**config.mk**
```make
export PLATFORM = sky130hd
export DESIGN_NAME = rau_front_flat
export DESIGN_NICKNAME = d
export VERILOG_FILES = /design/src/hdl/rau_pkg.sv /design/src/hdl/rau_if.sv /design/src/hdl/rau_front.sv /design/src/flat_wrapper.sv
export SDC_FILE = /design/constraint.sdc
export NUM_CORES = 1
export LEC_CHECK = 0
export ABC_CLOCK_PERIOD_IN_PS = 12800
export BUFFER_PORTS_ARGS = -buffer_cell sky130_fd_sc_hd__buf_2
export CORE_ASPECT_RATIO = 0.5
export CORE_MARGIN = 8
export CORE_UTILIZATION = 25
export DETAILED_ROUTE_END_ITERATION = 8
export PLACE_DENSITY_LB_ADDON = 0.25
export RECOVER_POWER = 25
export SKIP_CTS_REPAIR_TIMING = 1
export SYNTH_ARGS = -nofsm -noshare
export SYNTH_HDL_FRONTEND = slang
export SYNTH_SLANG_ARGS = --single-unit
```
**constraint.sdc**
```tcl
create_clock -name clk -period 12.8 [get_ports clk]
set_input_delay 1.92 -clock clk [delete_from_list [all_inputs] [get_ports clk]]
set_output_delay 1.92 -clock clk [all_outputs]
set_load 0.02 [all_outputs]
```
**src/hdl/rau_pkg.sv**
```systemverilog
`timescale 1ns / 1ps
package rau_pkg;

  localparam int OperandWidthDefault = 32;
  localparam int QueueDepth = 2;

  typedef enum logic [2:0] {
    MODE_ADD = 3'd0,
    MODE_SUB = 3'd1,
    MODE_MUL = 3'd2,
    MODE_DIV = 3'd3,
    MODE_CMP = 3'd4,
    MODE_RED = 3'd5
  } mode_t;

  localparam logic [1:0] ST_OK   = 2'd0;
  localparam logic [1:0] ST_ZERO = 2'd1;
  localparam logic [1:0] ST_OVF  = 2'd2;

  localparam logic [1:0] ORD_LESS    = 2'd0;
  localparam logic [1:0] ORD_EQUAL   = 2'd1;
  localparam logic [1:0] ORD_GREATER = 2'd2;

  // Classified work handed from the front part to the back part.
  typedef struct packed {
    logic [2:0]  mode;
    logic [1:0]  status;
    logic        do_reduce;
    logic [63:0] an;
    logic [63:0] ad;
    logic [63:0] bn;
    logic [63:0] bd;
  } task_t;

endpackage

```
**src/hdl/rau_if.sv**
```systemverilog
`timescale 1ns / 1ps
interface rau_in_if;
  logic        valid;
  logic        ready;
  logic [2:0]  mode;
  logic [31:0] a_num;
  logic [31:0] a_den;
  logic [31:0] b_num;
  logic [31:0] b_den;
  modport source (output valid, mode, a_num, a_den, b_num, b_den, input ready);
  modport sink (input valid, mode, a_num, a_den, b_num, b_den, output ready);
endinterface


```
**src/hdl/rau_front.sv**
```systemverilog
`timescale 1ns / 1ps
module rau_front #(
  parameter int OPERAND_WIDTH = rau_pkg::OperandWidthDefault
) (
  input  logic               clk,
  input  logic               rst,
  rau_in_if.sink             in_ch,
  input  logic               reduce_results,
  output logic               tv,
  input  logic               tr,
  output rau_pkg::task_t     tdata
);
  import rau_pkg::*;

  logic [63:0] an, ad, bn, bd;
  logic [1:0]  status;
  logic        red;
  logic [2:0]  mode;

  function automatic logic [63:0] sext(input logic [31:0] x);
    return 64'(signed'(x[OPERAND_WIDTH-1:0]));
  endfunction

  always_comb begin
    mode = in_ch.mode;
    an = sext(in_ch.a_num);
    ad = sext(in_ch.a_den);
    bn = sext(in_ch.b_num);
    bd = sext(in_ch.b_den);
    status = ST_OK;
    if (mode <= 3'(MODE_CMP)) begin
      if (ad == '0 || bd == '0 || (mode == 3'(MODE_DIV) && bn == '0)) begin
        status = ST_ZERO;
      end
    end else if (mode == 3'(MODE_RED)) begin
      if (ad == '0) begin
        status = ST_ZERO;
      end
    end
    red = (mode == 3'(MODE_RED)) || (mode <= 3'(MODE_DIV) && reduce_results);
  end

  // Single output register; it refills in the cycle it drains.
  assign in_ch.ready = !tv || tr;

  always_ff @(posedge clk) begin
    if (rst) begin
      tv <= 1'b0;
    end else begin
      if (in_ch.valid && in_ch.ready) begin
        tv <= 1'b1;
        tdata <= '{mode: mode, status: status, do_reduce: red,
                   an: an, ad: ad, bn: bn, bd: bd};
      end else if (tr) begin
        tv <= 1'b0;
      end
    end
  end
endmodule

```
**src/flat_wrapper.sv**
```systemverilog
// flat-port wrapper written by rule: the top's interface ports become plain ports
module rau_front_flat import rau_pkg::*;
#(
  parameter int OPERAND_WIDTH = rau_pkg::OperandWidthDefault
)
  (clk, rst, reduce_results, tv, tr, tdata, in_ch_valid, in_ch_mode, in_ch_a_num, in_ch_a_den, in_ch_b_num, in_ch_b_den, in_ch_ready);
  rau_in_if in_ch_i ();
  input  logic clk;
  input  logic rst;
  input  logic reduce_results;
  output logic tv;
  input  logic tr;
  output rau_pkg::task_t tdata;
  input wire logic [$bits(in_ch_i.valid)-1:0] in_ch_valid;
  input wire logic [$bits(in_ch_i.mode)-1:0] in_ch_mode;
  input wire logic [$bits(in_ch_i.a_num)-1:0] in_ch_a_num;
  input wire logic [$bits(in_ch_i.a_den)-1:0] in_ch_a_den;
  input wire logic [$bits(in_ch_i.b_num)-1:0] in_ch_b_num;
  input wire logic [$bits(in_ch_i.b_den)-1:0] in_ch_b_den;
  output wire logic [$bits(in_ch_i.ready)-1:0] in_ch_ready;
  assign in_ch_i.valid = in_ch_valid;
  assign in_ch_i.mode = in_ch_mode;
  assign in_ch_i.a_num = in_ch_a_num;
  assign in_ch_i.a_den = in_ch_a_den;
  assign in_ch_i.b_num = in_ch_b_num;
  assign in_ch_i.b_den = in_ch_b_den;
  assign in_ch_ready = in_ch_i.ready;
  rau_front #(.OPERAND_WIDTH(OPERAND_WIDTH)) u_core (.clk(clk), .rst(rst), .in_ch(in_ch_i), .reduce_results(reduce_results), .tv(tv), .tr(tr), .tdata(tdata));
endmodule
```
==> results.toml <==
[status]
status = "complete, no violations"

[critical_path]
critPathKind = "in2out"
startpoint_type = "input port"
slowest_stage = "nor2b_1"
reg2reg_from = "u_core.tv"
worst-path-max-fanout = 3
crit_chain = "buf_2 -> nor2b_1 -> inv_1 -> buf_2"
crit_top_cell = "buf_2"
arrival_ns = 2.45
cp-startpoint = "tr"
crit_family = "buffers and inverters"
worst-path-buf-inv = 3
crit_path_end_kind = "primary output"
cp.required_ns = 10.88
max_stage_delay_ns = 0.21

[timing]
finalCritPeriodShare_pct = 34.1
tns_ns = 0
drv_slew = 0
rsz0062_at_grt = "no"
hold_violations = 0
fmaxAchievable_mhz = 229
setup_violations = 0
relSlewSlack_pct = 39.7
worst_pin_slew_ns = 0.905
fin_skew_ns = 0.0111
finalCriticalPeriod_ns = 4.37

[drt]
dr.pass1.iters = 4
vias = 3397
ant_nets = 0
dr.first_iter.drc_count = 160
routed_via_density = 3.83
post_drt_wl_per_cell_microns = 19.5
wl_microns = 17300
drc = 0

[clock_network]
cts_made_buffers = 17
root_buffer = "clkbuf_16"
clk-insertion-delay-late_ns = 0.41
htreeDepth = 4
cts_max_path_buffers = 2
cts_tree = "done"
cts.sinks = 134
clk_pin_slew_worst_paths_ns = 0.06

[synth]
synth_cells = 311
synth_fp_nets = 447
syn_area_sq_mm = 0.00528
avgSynthCellArea_sq_um = 17.0
yosys_warnings = 0
yosysSeqAreaShare_pct = 76.0
synth_top_area_share_pct = 75.6
yosysTopAreaCell = "edfxtp_1"
synth_cell_type_count = 19
synth-seq-cells = 134
synthTopCellsByArea = "edfxtp_1 (76%), buf_4 (18%), nor4_1 (2.7%)"

[die]
ios = 400
die_area_sq_mm = 0.0263
die_x_microns = 222
start_util_pct = 25.6
fp.dieH_microns = 119
rows = 37
core_sq_mm = 0.0206

[place]
port_buffers = 398
dp.final_hpwl_microns = 14200
gp_congestion = 0.794
dpl.cell_count = 855
placed_area_sq_mm = 0.00667

[cells_and_area]
layoutNonFillerInstCount = 888
final_common_cell = "buf_2"
area_growth_pct = 36.2
n_fill_cell = 2078
fin_area_sq_mm = 0.00719
final_nets = 737
layout_common_cells = "buf_2 (333), edfxtp_1 (133), clkbuf_1 (66), nor4_1 (23), clkbuf_16 (17)"
drive_gt1_share_pct = 59.9

[global_route]
grt_overflow_total = 0
grt_usage_pct = 12.4
grt_first_pass_wirelength_microns = 24200
grt_start_max_net_pins = 74
grt_pass1_vias = 3582
antenna_found_initial = 1

[power]
leakagePower_uw = 0.00298
p_per_area_mw_per_mm2 = 157
peakVddDrop_mv = 0.0620

[run]
drv_cap = 0

[hold_path]
hold_path_startpoint = "u_core.tv"
min_path_type = "reg2reg"
metrics by stage:
| step | hold WS, ns | util, % | total power [uW] | setup WS, ns |
|---|---|---|---|---|
| 2_1_floorplan | 0.679 | - | 604 | 0.402 |
| 3_3_place_gp | 0.609 | 32.3 | 641 | 8.44 |
| 3_5_place_dp | 0.615 | 32.3 | 642 | 8.44 |
| 4_1_cts | 0.626 | 35.2 | 1150 | 8.43 |
| 5_1_grt | 0.667 | 34.8 | 1170 | 8.38 |
| 6_report | 0.635 | 34.8 | 1130 | 8.43 |
flip-flops by register name, summed over array words and instances (netlist names):
register,flops
u_core.tdata,133
u_core.tv,1
tightest hold or removal path: stages, from the launching register on:
cell	delay, ns
dfxtp_1	0.30
nor2b_1	0.15
nor2_1	0.09
nor2_1	0.05
final timing paths:
check,end,cells past startpoint,slack (ns)
max,in_ch_ready,4,8.43
min,u_core.tv,3,0.63
max reg2reg,u_core.tdata[213],4,10.29
min reg2reg,u_core.tv,3,0.63
power by group:
part	internal (uW)	switching [uW]	total [uW]	leakage (uW)
Combinational	35.2	80.2	115	0.00144
Clock	309	190	499	0.000289
Sequential	505	6.84	512	0.00125
Total	850	277	1130	0.00298
Yosys cell counts:
cell       count
edfxtp_1     133
buf_4        129
nor4_1        23
nand4_1        4
nand2_1        3
nor2_1         3
inv_1          2
nand3_1        2
nor3_1         2
a2111oi_4      1
conb_1         1
dfxtp_1        1
nand3b_1       1
nor2b_1        1
nor3b_1        1
o21ai_0        1
o21ai_1        1
or3_1          1
or4_4          1
final cells by class:
class / instances / area, sq um / share of cell area (%)
Timing Repair Buffer: 400 / 1930 / 26.8
Sequential cell: 134 / 4010 / 55.8
Inverter: 2 / 7.51 / 0.104
Tap cell: 273 / 342 / 4.75
Antenna cell: 1 / 2.50 / 0.0348
Clock buffer: 19 / 433 / 6.02
Multi-Input combinational cell: 46 / 297 / 4.12
Clock inverter: 13 / 171 / 2.38
per-layer routing:
layer,up-vias,track usage [%],share of wire (%)
met5,-,0,0
met4,0,4.70,2.4
met3,22,3.75,4.3
met2,105,25.3,60
met1,1669,11.4,34
li1,1601,-,-
cell families after synthesis:
group / share of synthesized area, %
flip-flops: 76.0
buffers and inverters: 18.5
AND/OR/NAND/NOR: 4.74
AO/OA/AOI/OAI: 0.711
other: 0.0710
No activity file was read; power rests on OpenSTA's default activity.
