`src/hdl/rau_pkg.sv`:
```
`timescale 1ns / 1ps
package rau_pkg;

  localparam int OperandWidthDefault = 32;
  localparam int QueueDepth = 2;

  typedef enum logic [2:0] {
    MODE_ADD = 3'd0,
    MODE_SUB = 3'd1,
    MODE_MUL = 3'd2,
    MODE_DIV = 3'd3,
    MODE_CMP = 3'd4,
    MODE_RED = 3'd5
  } mode_t;

  localparam logic [1:0] ST_OK   = 2'd0;
  localparam logic [1:0] ST_ZERO = 2'd1;
  localparam logic [1:0] ST_OVF  = 2'd2;

  localparam logic [1:0] ORD_LESS    = 2'd0;
  localparam logic [1:0] ORD_EQUAL   = 2'd1;
  localparam logic [1:0] ORD_GREATER = 2'd2;

  // Classified work handed from the front part to the back part.
  typedef struct packed {
    logic [2:0]  mode;
    logic [1:0]  status;
    logic        do_reduce;
    logic [63:0] an;
    logic [63:0] ad;
    logic [63:0] bn;
    logic [63:0] bd;
  } task_t;

endpackage

```
`src/hdl/rau_queue.sv`:
```
`timescale 1ns / 1ps
module rau_queue (
  input  logic           clk,
  input  logic           rst,
  input  logic           iv,
  output logic           ir,
  input  rau_pkg::task_t idata,
  output logic           ov,
  input  logic           orr,
  output rau_pkg::task_t odata
);
  import rau_pkg::*;

  localparam int AW = $clog2(QueueDepth);

  task_t         mem [QueueDepth];
  logic [AW-1:0] wp, rp;
  logic [AW:0]   cnt;

  assign ir = cnt != (AW+1)'(QueueDepth);
  assign ov = cnt != '0;
  assign odata = mem[rp];

  always_ff @(posedge clk) begin
    if (rst) begin
      wp <= '0;
      rp <= '0;
      cnt <= '0;
    end else begin
      if (iv && ir) begin
        mem[wp] <= idata;
        wp <= wp + 1'b1;
      end
      if (ov && orr) begin
        rp <= rp + 1'b1;
      end
      cnt <= cnt + (AW+1)'(iv && ir) - (AW+1)'(ov && orr);
    end
  end

  a_bound: assert property (@(posedge clk) disable iff (rst)
    cnt <= (AW+1)'(QueueDepth)) else $error("queue count over depth");
  a_full: assert property (@(posedge clk) disable iff (rst)
    (cnt == (AW+1)'(QueueDepth) && !orr) |=> !ir) else $error("full queue opened");
  a_empty: assert property (@(posedge clk) disable iff (rst)
    (cnt == '0 && !iv) |=> !ov) else $error("empty queue shows data");
endmodule

```
`config.mk`:
```
export PLATFORM = sky130hd
export DESIGN_NAME = rau_queue
export DESIGN_NICKNAME = d
export VERILOG_FILES = /design/src/hdl/rau_pkg.sv /design/src/hdl/rau_queue.sv
export SDC_FILE = /design/constraint.sdc
export NUM_CORES = 1
export LEC_CHECK = 0
export ABC_AREA = 1
export BUFFER_PORTS_ARGS = -buffer_cell sky130_fd_sc_hd__buf_2
export CAP_MARGIN = 20
export CORE_AREA = 4 4 204 206
export CTS_CLUSTER_SIZE = 28
export DETAILED_ROUTE_END_ITERATION = 10
export DIE_AREA = 0 0 208 210
export MAX_ROUTING_LAYER = met4
export PLACE_DENSITY_LB_ADDON = 0.08
export SLEW_MARGIN = 0
export SYNTH_ARGS = -nofsm -noshare
export SYNTH_HDL_FRONTEND = slang
export SYNTH_SLANG_ARGS = --single-unit
```
`constraint.sdc`:
```
create_clock -name clk -period 46.5 [get_ports clk]
set_input_delay 11.625 -clock clk [delete_from_list [all_inputs] [get_ports clk]]
set_output_delay 11.625 -clock clk [all_outputs]
set_load 0.1 [all_outputs]
```
==> results of run 1 <==
==> stage by stage <==
| step | hold WS (ps) | std cells | setup WS, ps | power (mW) | cell area (um^2) |
|---|---|---|---|---|---|
| 6_report | 513.0 | 2001 | 30730 | 1.651 | 24720 |
| 5_1_grt | 545.7 | 1998 | 30550 | 1.702 | 24710 |
| 4_1_cts | 518.7 | 1982 | 30670 | 1.665 | 24640 |
| 3_5_place_dp | 503.7 | 1887 | 31340 | 1.264 | 23010 |
| 3_3_place_gp | 484.2 | 1887 | 31380 | 1.261 | 23010 |
| 2_1_floorplan | 467.5 | 854 | 23010 | 1.185 | 19890 |
==> power groups by stage <==
stage	logic (mW)	clock network (mW)	registers, mW
floorplan	0.582	0	0.602
global placement	0.663	0	0.598
detailed placement	0.664	0	0.600
CTS	0.665	0.411	0.590
global route	0.679	0.431	0.592
finish	0.662	0.400	0.589
==> worst min path at each step <==
stage                 to  cells after the start
floorplan           flop                      2
global placement    flop                      2
detailed placement  flop                      2
CTS                   rp                      2
global route        flop                      2
finish              flop                      2
==> area by class of cell <==
cell class / count / area [um^2] / area share, %
clock buffers: 71 / 1415 / 5.725
diodes: 18 / 45.04 / 0.1822
clock inverters: 24 / 217.7 / 0.8808
repair buffers: 538 / 2748 / 11.12
flip-flops and latches: 529 / 15840 / 64.08
well taps: 525 / 656.9 / 2.658
multi-input cells: 287 / 3754 / 15.19
inverters: 9 / 41.29 / 0.1671
==> per-layer routing <==
| layer | vias up | GRT usage (%) |
|---|---|---|
| li1 | 4552 | - |
| met1 | 4968 | 22.84 |
| met2 | 375 | 33.97 |
| met3 | 63 | 7.218 |
| met4 | 0 | 7.860 |
| met5 | - | - |
==> critical path, delay by kind of cell, from the launching register on <==
kind | cells | cell delay (ps)
buffers and inverters | 3 | 2250
muxes | 1 | 300
DFF | 1 | 870
==> registers in the layout, indices dropped and copies added, names as in the netlist, named ones only <==
name / flops
cnt: 2
wp: 1
mem: 524
rp: 1
==> cell usage in the layout, fill, tap and decap left out, types with 2 or more instances in the layout <==
| master | netlist | layout |
|---|---|---|
| nand2_1 | 9 | 9 |
| buf_4 | 0 | 7 |
| dfxtp_1 | 5 | 4 |
| mux2_2 | 82 | 82 |
| ha_1 | 2 | 2 |
| nand3_1 | 2 | 2 |
| clkbuf_1 | 0 | 17 |
| clkbuf_16 | 0 | 54 |
| edfxtp_1 | 524 | 524 |
| bufinv_16 | 0 | 4 |
| diode_2 | 0 | 18 |
| clkinv_2 | 0 | 4 |
| clkinv_1 | 0 | 14 |
| buf_2 | 8 | 529 |
| mux2_4 | 180 | 180 |
| inv_1 | 9 | 8 |
| nor2_1 | 9 | 8 |
==> logic make-up after synthesis <==
group	share of synthesized area (%)
AND/OR/NAND/NOR	0.3900
adder cells (fa/ha/maj)	0.1258
AO/OA/AOI/OAI	0.08803
flip-flops	79.61
multiplexers	18.23
buffers and inverters	1.560
==> run_results.csv, run 1 <==
group,metric,value,unit
outcome,status,"finished, final reports clean",
logic_synthesis,syn-num-nets,1122,
routing,via_count,9958,
sta,rsz0062_at_grt,"false",
global_route,grt_max_degree,174,
global_route,gr-total-overflow,0,
sta,fin_tns_setup,0,ps
setup_path,r2r_cells,6,
setup_path,rrSetupSlack,43760,ps
logic_synthesis,seq_area_frac_synth,79.61,%
setup_path,rr_endpoint,"mem[0][161]",
placement,gp_congestion,0.8259,
logic_synthesis,netlist_area,0.01989,mm^2
clock_tree,cts-root-buf,"clkbuf_16",
setup_path,critPathMostFrequentCell,"buf_4",
power_and_ir_drop,clockPowerShare,24.2,%
sta,hold_violations,0,
floorplan,core-area,0.03964,mm^2
power_and_ir_drop,p_sw_share,42.92,%
power_and_ir_drop,p_leak,9.463,nW
setup_path,crit_slowest_cell,"buf_4",
clock_tree,path_clk_slew,60,ps
logic_synthesis,ys_seq_elements,529,
global_route,grt_pass1_vias,10350,
setup_path,cp.required,34880,ps
logic_synthesis,yosys_warnings,0,
clock_tree,ctsResizeCount,0,
job,maxCapViolations,0,
logic_synthesis,synthMostInstantiatedCell,"edfxtp_1",
routing,wire_per_inst,22.80,um
routing,route.top_layer_used,"met4",
clock_tree,htreeDepth,2,
hold_path,hold_start,"rp",
routing,first_pass_iters,4,
global_route,grt_pass1_wl,64380,um
logic_synthesis,synth_flop_cell,"edfxtp_1",
placement,hpwl,31940,um
floorplan,die_area,0.04368,mm^2
sta,clock_skew,23.29,ps
routing,routed_wl,45630,um
floorplan,io_pins,530,
clock_tree,ctsHoldBuffers,0,
logic_synthesis,netlist_instances,854,
logic_synthesis,yosys-top-cells-count,"edfxtp_1 (524), mux2_4 (180), mux2_2 (82), buf_6 (21)",
setup_path,cpPeakStageDelay,920,ps
power_and_ir_drop,switchingPower,0.7087,mW
sta,setup_violations,0,
final_layout,fillers,2953,
global_route,grt_usage,20.41,%
power_and_ir_drop,seqPwrFrac,35.7,%
routing,antenna_left,0,
sta,period_share,33.92,%
setup_path,crit_type,"flop to output pin",
setup_path,path_max_fanout,58,
global_route,antenna_found_initial,15,
floorplan,die-height,210,um
routing,met3_length,3699,um
sta,worstMarginPinSlew,1154,ps
routing,wl_met2,23620,um
final_layout,fin_util,62.35,%
final_layout,final_layout_size_suffix_gt1_share,59.47,%
setup_path,r2r_start,"cnt[0]",
sta,finalCriticalPeriod,15770,ps
routing,vias_per_cell,4.977,
logic_synthesis,synth_top_cell_by_area,"edfxtp_1",
routing,drtIter0Drc,593,
routing,drc,0,
clock_tree,insertion_delay,580,ps
power_and_ir_drop,p_int,0.9425,mW
logic_synthesis,synth_edf_count,524,
setup_path,endpoint_kind,"output pin",
clock_tree,post_cts_buffers,0,
setup_path,endpoint,"odata[248]",
power_and_ir_drop,combPwrFrac,40.1,%
sta,relSlewSlack,23.10,%
power_and_ir_drop,p_per_area,66.81,mW/mm^2
routing,wl_met1,16990,um
clock_tree,cts_tree,"done",
sta,maxSlewViolCount,0,
clock_tree,clock_path_buffers,3,
logic_synthesis,synth_top_area_share,79.10,%
hold_path,min_path_type,"flop to flop",
setup_path,cp.arrival,4150,ps
final_layout,nNetsFinal,1685,
logic_synthesis,avgSynthCellArea,23.29,um^2
floorplan,start_util,50.18,%
clock_tree,cts_buffers,52,
placement,io_buffers,529,
clock_tree,cts_sinks,529,
final_layout,area_growth,24.25,%
setup_path,crit_chain,"buf_4, buf_4, mux2_4, buf_2",
floorplan,fp-row-count,73,
logic_synthesis,synth.distinct_cells,14,
sta,fmax,63.41,MHz
logic_synthesis,ys_async_sr_fraction,0,%
setup_path,critPathLaunchType,"flop",
logic_synthesis,synth.top_cells.by_area,"edfxtp_1 (79%), mux2_4 (14%), mux2_2 (4.6%), buf_6 (1.2%), dfxtp_1 (0.50%)",
floorplan,fp.dieW,208,um
power_and_ir_drop,ir_worst_vdd,36.50,uV
No activity file was read; power rests on OpenSTA's default activity.
==> run 2: changes to the inputs <==
ABC_AREA = 0   (was 1)
CORE_AREA = 4 4 207 209   (was 4 4 204 206)
DIE_AREA = 0 0 211 213   (was 0 0 208 210)
clock period = 15.2 ns   (was 46.5 ns; I/O delays follow)
==> run 2 against run 1 <==
Compared with the run above:
- flip-flop and latch count is the same
- wire length shrank 2.0%
- via count shrank 0.94%
- first-iteration DRC count grew 18%
- cell count shrank 0.25%
- design area grew 0.31%
- count of clock-buffer cells in the layout shrank 8
- sequential power grew to 3.1 times the previous value
- hold slack gained 5.2 ps
- non-clock buffer count grew 1
==> run_results.csv, run 2 <==
group,metric,value,unit
outcome,status,"finished, final reports clean",
floorplan,start_util,48.66,%
final_layout,largest_registers,"mem x524, cnt x2",
power_and_ir_drop,ir_worst_vdd,153.7,uV
clock_tree,ctsHoldBuffers,0,
routing,via_count,9864,
placement,hpwl,31380,um
sta,worstMarginPinSlew,1102,ps
power_and_ir_drop,p_per_area,220.1,mW/mm^2
sta,fmax,140.3,MHz
logic_synthesis,synth_edf_count,524,
sta,relSlewSlack,26.55,%
setup_path,r2r_start,"cnt[0]",
global_route,grt_usage,19.54,%
setup_path,rr_endpoint,"mem[1][235]",
clock_tree,clock_path_buffers,3,
floorplan,die-height,213,um
clock_tree,ctsResizeCount,0,
setup_path,cp.arrival,3330,ps
routing,wl_met2,23030,um
logic_synthesis,synth_top_area_share,79.19,%
global_route,grt_max_degree,139,
power_and_ir_drop,p_leak,9.483,nW
floorplan,fp.dieW,211,um
setup_path,cp.required,11400,ps
routing,drtIter0Drc,697,
global_route,gr-total-overflow,0,
clock_tree,cts-root-buf,"clkbuf_16",
final_layout,layout.cells.most_common,"buf_2",
hold_path,whs_path_depth,2,
final_layout,top_register,"mem",
logic_synthesis,yosys-top-cells-count,"edfxtp_1 (524), mux2_4 (180), mux2_2 (83), buf_6 (21), buf_2 (8)",
final_layout,mostFrequentLayoutCells,"buf_2 (529), edfxtp_1 (524), mux2_4 (180)",
logic_synthesis,synth.top_cells.by_area,"edfxtp_1 (79%), mux2_4 (14%), mux2_2 (4.7%), buf_6 (1.2%), dfxtp_1 (0.50%)",
sta,rsz0062_at_grt,"false",
logic_synthesis,ys_async_sr_fraction,0,%
final_layout,largest_reg_flops,524,
final_layout,final_layout_size_suffix_gt1_share,60.86,%
routing,antenna_left,0,
clock_tree,cts_buffers,53,
logic_synthesis,ys_seq_elements,529,
final_layout,area_growth,24.77,%
setup_path,endpoint_kind,"output pin",
hold_path,min_path_type,"flop to flop",
clock_tree,path_clk_slew,60,ps
global_route,grt_pass1_vias,10170,
sta,fin_tns_setup,0,ps
floorplan,fp-row-count,74,
clock_tree,post_cts_buffers,0,
setup_path,critPathLaunchType,"flop",
logic_synthesis,synth_flop_cell,"edfxtp_1",
clock_tree,htreeDepth,2,
clock_tree,insertion_delay,570,ps
clock_tree,cts_tree,"done",
logic_synthesis,synthMostInstantiatedCell,"edfxtp_1",
logic_synthesis,seq_area_frac_synth,79.69,%
routing,vias_per_cell,4.942,
setup_path,r2r_cells,5,
routing,routed_wl,44700,um
floorplan,die_area,0.04494,mm^2
logic_synthesis,yosys_warnings,0,
sta,setup_violations,0,
floorplan,io_pins,530,
placement,io_buffers,529,
logic_synthesis,avgSynthCellArea,23.66,um^2
clock_tree,cts_sinks,529,
floorplan,core-area,0.04083,mm^2
sta,hold_violations,0,
routing,first_pass_iters,4,
setup_path,rrSetupSlack,12230,ps
sta,maxSlewViolCount,0,
logic_synthesis,netlist_instances,840,
final_layout,nNetsFinal,1673,
sta,clock_skew,17.36,ps
logic_synthesis,netlist_area,0.01987,mm^2
routing,drc,0,
setup_path,crit_type,"flop to output pin",
setup_path,path_max_fanout,138,
global_route,grt_pass1_wl,62770,um
routing,met3_length,4231,um
routing,wire_per_inst,22.39,um
routing,wl_met1,16210,um
placement,gp_congestion,0.8064,
routing,route.top_layer_used,"met4",
job,maxCapViolations,0,
hold_path,hold_start,"rp",
global_route,antenna_found_initial,17,
logic_synthesis,synth.distinct_cells,19,
sta,hold_slack,518.2,ps
sta,period_share,46.88,%
logic_synthesis,synth_top_cell_by_area,"edfxtp_1",
sta,finalCriticalPeriod,7126,ps
logic_synthesis,syn-num-nets,1108,
==> run 2: power by group <==
group          internal [mW]  total [mW]  leakage, nW  switching, mW
clock                  0.766        1.28        0.846          0.511
sequential              1.76        1.82         4.84         0.0591
combinational          0.492        2.36         3.79           1.87
==> run 2: final cells by class <==
| type | instances | area, um^2 |
|---|---|---|
| clock inverters | 33 | 341.6 |
| inverters | 1 | 3.754 |
| multi-input cells | 281 | 3777 |
| fillers | 3024 | 16040 |
| well taps | 532 | 665.6 |
| diodes | 18 | 45.04 |
| clock buffers | 63 | 1385 |
| repair buffers | 539 | 2735 |
| flip-flops and latches | 529 | 15840 |
==> run 2: cell families (layout without fill, tap and decap cells) <==
| family | after synthesis | count (layout) | share of synthesized area [%] |
|---|---|---|---|
| multiplexers | 263 | 263 | 18.30 |
| AO/OA/AOI/OAI | 1 | 1 | 0.03780 |
| AND/OR/NAND/NOR | 13 | 13 | 0.3401 |
| buffers and inverters | 30 | 636 | 1.410 |
| XOR/XNOR | 2 | 2 | 0.08817 |
| adder cells (fa/ha/maj) | 2 | 2 | 0.1259 |
| other | 0 | 18 | 0 |
| flip-flops | 529 | 529 | 79.69 |
==> run 2: worst max-delay path by stage <==
stage	from	end
final	flop	odata[142]
after global routing	flop	odata[181]
after CTS	flop	odata[184]
after detailed placement	flop	odata[184]
after global placement	flop	odata[142]
after floorplan	iv	mem[1][0]
==> run 2: critical path, cell delays in order (launching register included) <==
cell	delay [ps]
dfxtp_4	950
buf_12	780
mux2_4	320
buf_2	450
==> run 2: routing by layer <==
metal	GRT usage [%]	up-vias
met1	22.10	4888
met5	-	-
met4	7.937	0
li1	-	4524
met3	6.803	63
met2	32.05	389
==> run 2: metrics by stage <==
stage / power [mW] / cell area (um^2) / worst slack, ps / std cells / util (%)
final: 5.456 / 24790 / 8074 / 1996 / 60.72
after global placement: 4.220 / 23020 / 8641 / 1882 / 56.38
after floorplan: 3.954 / 19880 / 461.4 / 840 / -
after global routing: 5.635 / 24790 / 7933 / 1995 / 60.71
after CTS: 5.515 / 24750 / 7990 / 1978 / 60.61
after detailed placement: 4.227 / 23020 / 8654 / 1882 / 56.38
==> run 3: changes to the inputs <==
CORE_AREA = default   (was 4 4 207 209)
CORE_MARGIN = 4   (was default)
CORE_UTILIZATION = 47   (was default)
DIE_AREA = default   (was 0 0 211 213)
clock period = 6.1 ns   (was 15.2 ns; I/O delays follow)
==> run 3 against run 2 <==
Compared with the run above:
- total power grew 150%
- sequential share of layout area is essentially flat
- sequential power rose by 150%
- clock power up 140%
- clock skew increased by 16 ps
- count of clock-buffer cells in the layout increased by 4
- first-iteration DRC count fell by 5.6%
- flip-flop and latch count did not move
- critical path type unchanged
==> run_results.csv, run 3 (synthesis results as in run 2) <==
group,metric,value,unit
floorplan,core-area,0.04185,mm^2
final_layout,design_area,0.02478,mm^2
clock_tree,ctsResizeCount,0,
routing,drc,0,
sta,clock_skew,33.81,ps
global_route,grt_usage,19.28,%
final_layout,final_layout_size_suffix_gt1_share,60.73,%
sta,fin_tns_setup,0,ps
final_layout,nNetsFinal,1672,
placement,hpwl,30670,um
clock_tree,post_cts_buffers,0,
global_route,grt_pass1_wl,62830,um
floorplan,start_util,47.48,%
global_route,grt_pass1_vias,10220,
final_layout,fin_cells,2002,
routing,first_pass_iters,5,
floorplan,die_area,0.04563,mm^2
placement,io_buffers,529,
clock_tree,ctsHoldBuffers,0,
final_layout,top_register,"mem",
final_layout,seq_area,0.01584,mm^2
routing,drtIter0Drc,658,
final_layout,mostFrequentLayoutCells,"buf_2 (529), edfxtp_1 (524), mux2_4 (180)",
final_layout,largest_reg_flops,524,
clock_tree,cts_tree,"done",
routing,routed_wl,44820,um
clock_tree,insertion_delay,600,ps
floorplan,io_pins,530,
global_route,grt_max_degree,136,
floorplan,fp.dieW,213.6,um
sta,maxSlewViolCount,0,
floorplan,fp-row-count,75,
sta,relSlewSlack,37.49,%
placement,placedCellCount,1887,
routing,wire_per_inst,22.39,um
hold_path,min_path_type,"flop to flop",
sta,fmax,229.2,MHz
clock_tree,htreeDepth,2,
clock_tree,cts_sinks,529,
setup_path,cpPeakStageDelay,900,ps
power_and_ir_drop,p_leak,9.452,nW
global_route,antenna_found_initial,19,
power_and_ir_drop,p_per_area,543.9,mW/mm^2
global_route,gr-total-overflow,0,
setup_path,endpoint_kind,"output pin",
routing,via_count,9884,
placement,post_dp_cell_area,0.02311,mm^2
setup_path,crit_chain,"buf_12, mux2_4, buf_2",
setup_path,cp.arrival,2840,ps
final_layout,multi_input_area,0.003794,mm^2
setup_path,cp.required,4580,ps
sta,worstMarginPinSlew,937.6,ps
sta,setup_slack,1737,ps
setup_path,critPathLaunchType,"flop",
routing,vias_per_cell,4.937,
floorplan,die-height,213.6,um
sta,finalCriticalPeriod,4363,ps
clock_tree,cts_buffers,54,
setup_path,path_max_fanout,71,
routing,antenna_left,0,
clock_tree,cts-root-buf,"clkbuf_16",
clock_tree,path_clk_slew,50,ps
placement,pre_cts_ws,2351,ps
clock_tree,clock_path_buffers,3,
outcome,status,"finished, final reports clean",
final_layout,area_growth,24.70,%
setup_path,crit_slowest_cell,"dfxtp_4",
power_and_ir_drop,ir_worst_vdd,363.4,uV
sta,period_share,71.52,%
sta,hold_violations,0,
final_layout,fillers,3255,
sta,setup_violations,0,
final_layout,layout.cells.most_common,"buf_2",
sta,rsz0062_at_grt,"false",
final_layout,largest_registers,"mem x524, cnt x2",
job,maxCapViolations,0,
power_and_ir_drop,total_power,13.48,mW
placement,gp_congestion,0.7788,
setup_path,crit_type,"flop to output pin",
[run 3: changes by cell type in the layout (fill, tap and decap cells not counted), moves of 2 or more]
| cell | previous run | this run |
|---|---|---|
| buf_4 | 9 | 1 |
| buf_12 | 1 | 7 |
| bufinv_16 | 7 | 3 |
| clkbuf_1 | 9 | 13 |
| clkinv_1 | 13 | 11 |
| clkinv_2 | 10 | 12 |
[run 3: worst paths after layout]
| kind | end | slack, ps | start | depth (start not counted) |
|---|---|---|---|---|
| setup / recovery | odata[88] | 1740 | flop | 3 |
| hold / removal | rp | 520 | rp | 2 |
| setup reg to reg | mem[1][192] | 3930 | cnt[0] | 4 |
| hold reg to reg | rp | 520 | rp | 2 |
[run 3: layout make-up]
class / count / area share (%)
Sequential cell: 529 / 63.92
Antenna cell: 19 / 0.1919
Multi-Input combinational cell: 281 / 15.31
Tap cell: 539 / 2.722
Inverter: 1 / 0.01515
Clock inverter: 29 / 0.9089
Clock buffer: 67 / 5.650
Timing Repair Buffer: 537 / 11.28
[run 3: stage by stage]
step	hold slack (ps)	utilization (%)
6_report	519.4	59.20
5_1_grt	556.1	59.20
4_1_cts	526.3	59.09
3_5_place_dp	503.6	55.21
3_3_place_gp	496.2	55.21
2_1_floorplan	481.0	-
[run 3: power breakdown]
group          leakage (nW)  switching (mW)  internal [mW]  total, mW
Clock                 0.803            1.30           1.75       3.05
Combinational          3.81            4.68           1.22       5.91
Sequential             4.84           0.136           4.38       4.52
[run 3: metal layers]
metal | global-route usage, % | wire length [um]
met1 | 22.42 | 16860
met2 | 31.28 | 22560
met3 | 7.432 | 4264
met4 | 6.069 | 1132
met5 | - | 0
[run 3: critical path: cells and delay by family (launching register included)]
family | cells | cell delay [ps]
buffers and inverters | 2 | 930
muxes | 1 | 250
DFF | 1 | 900
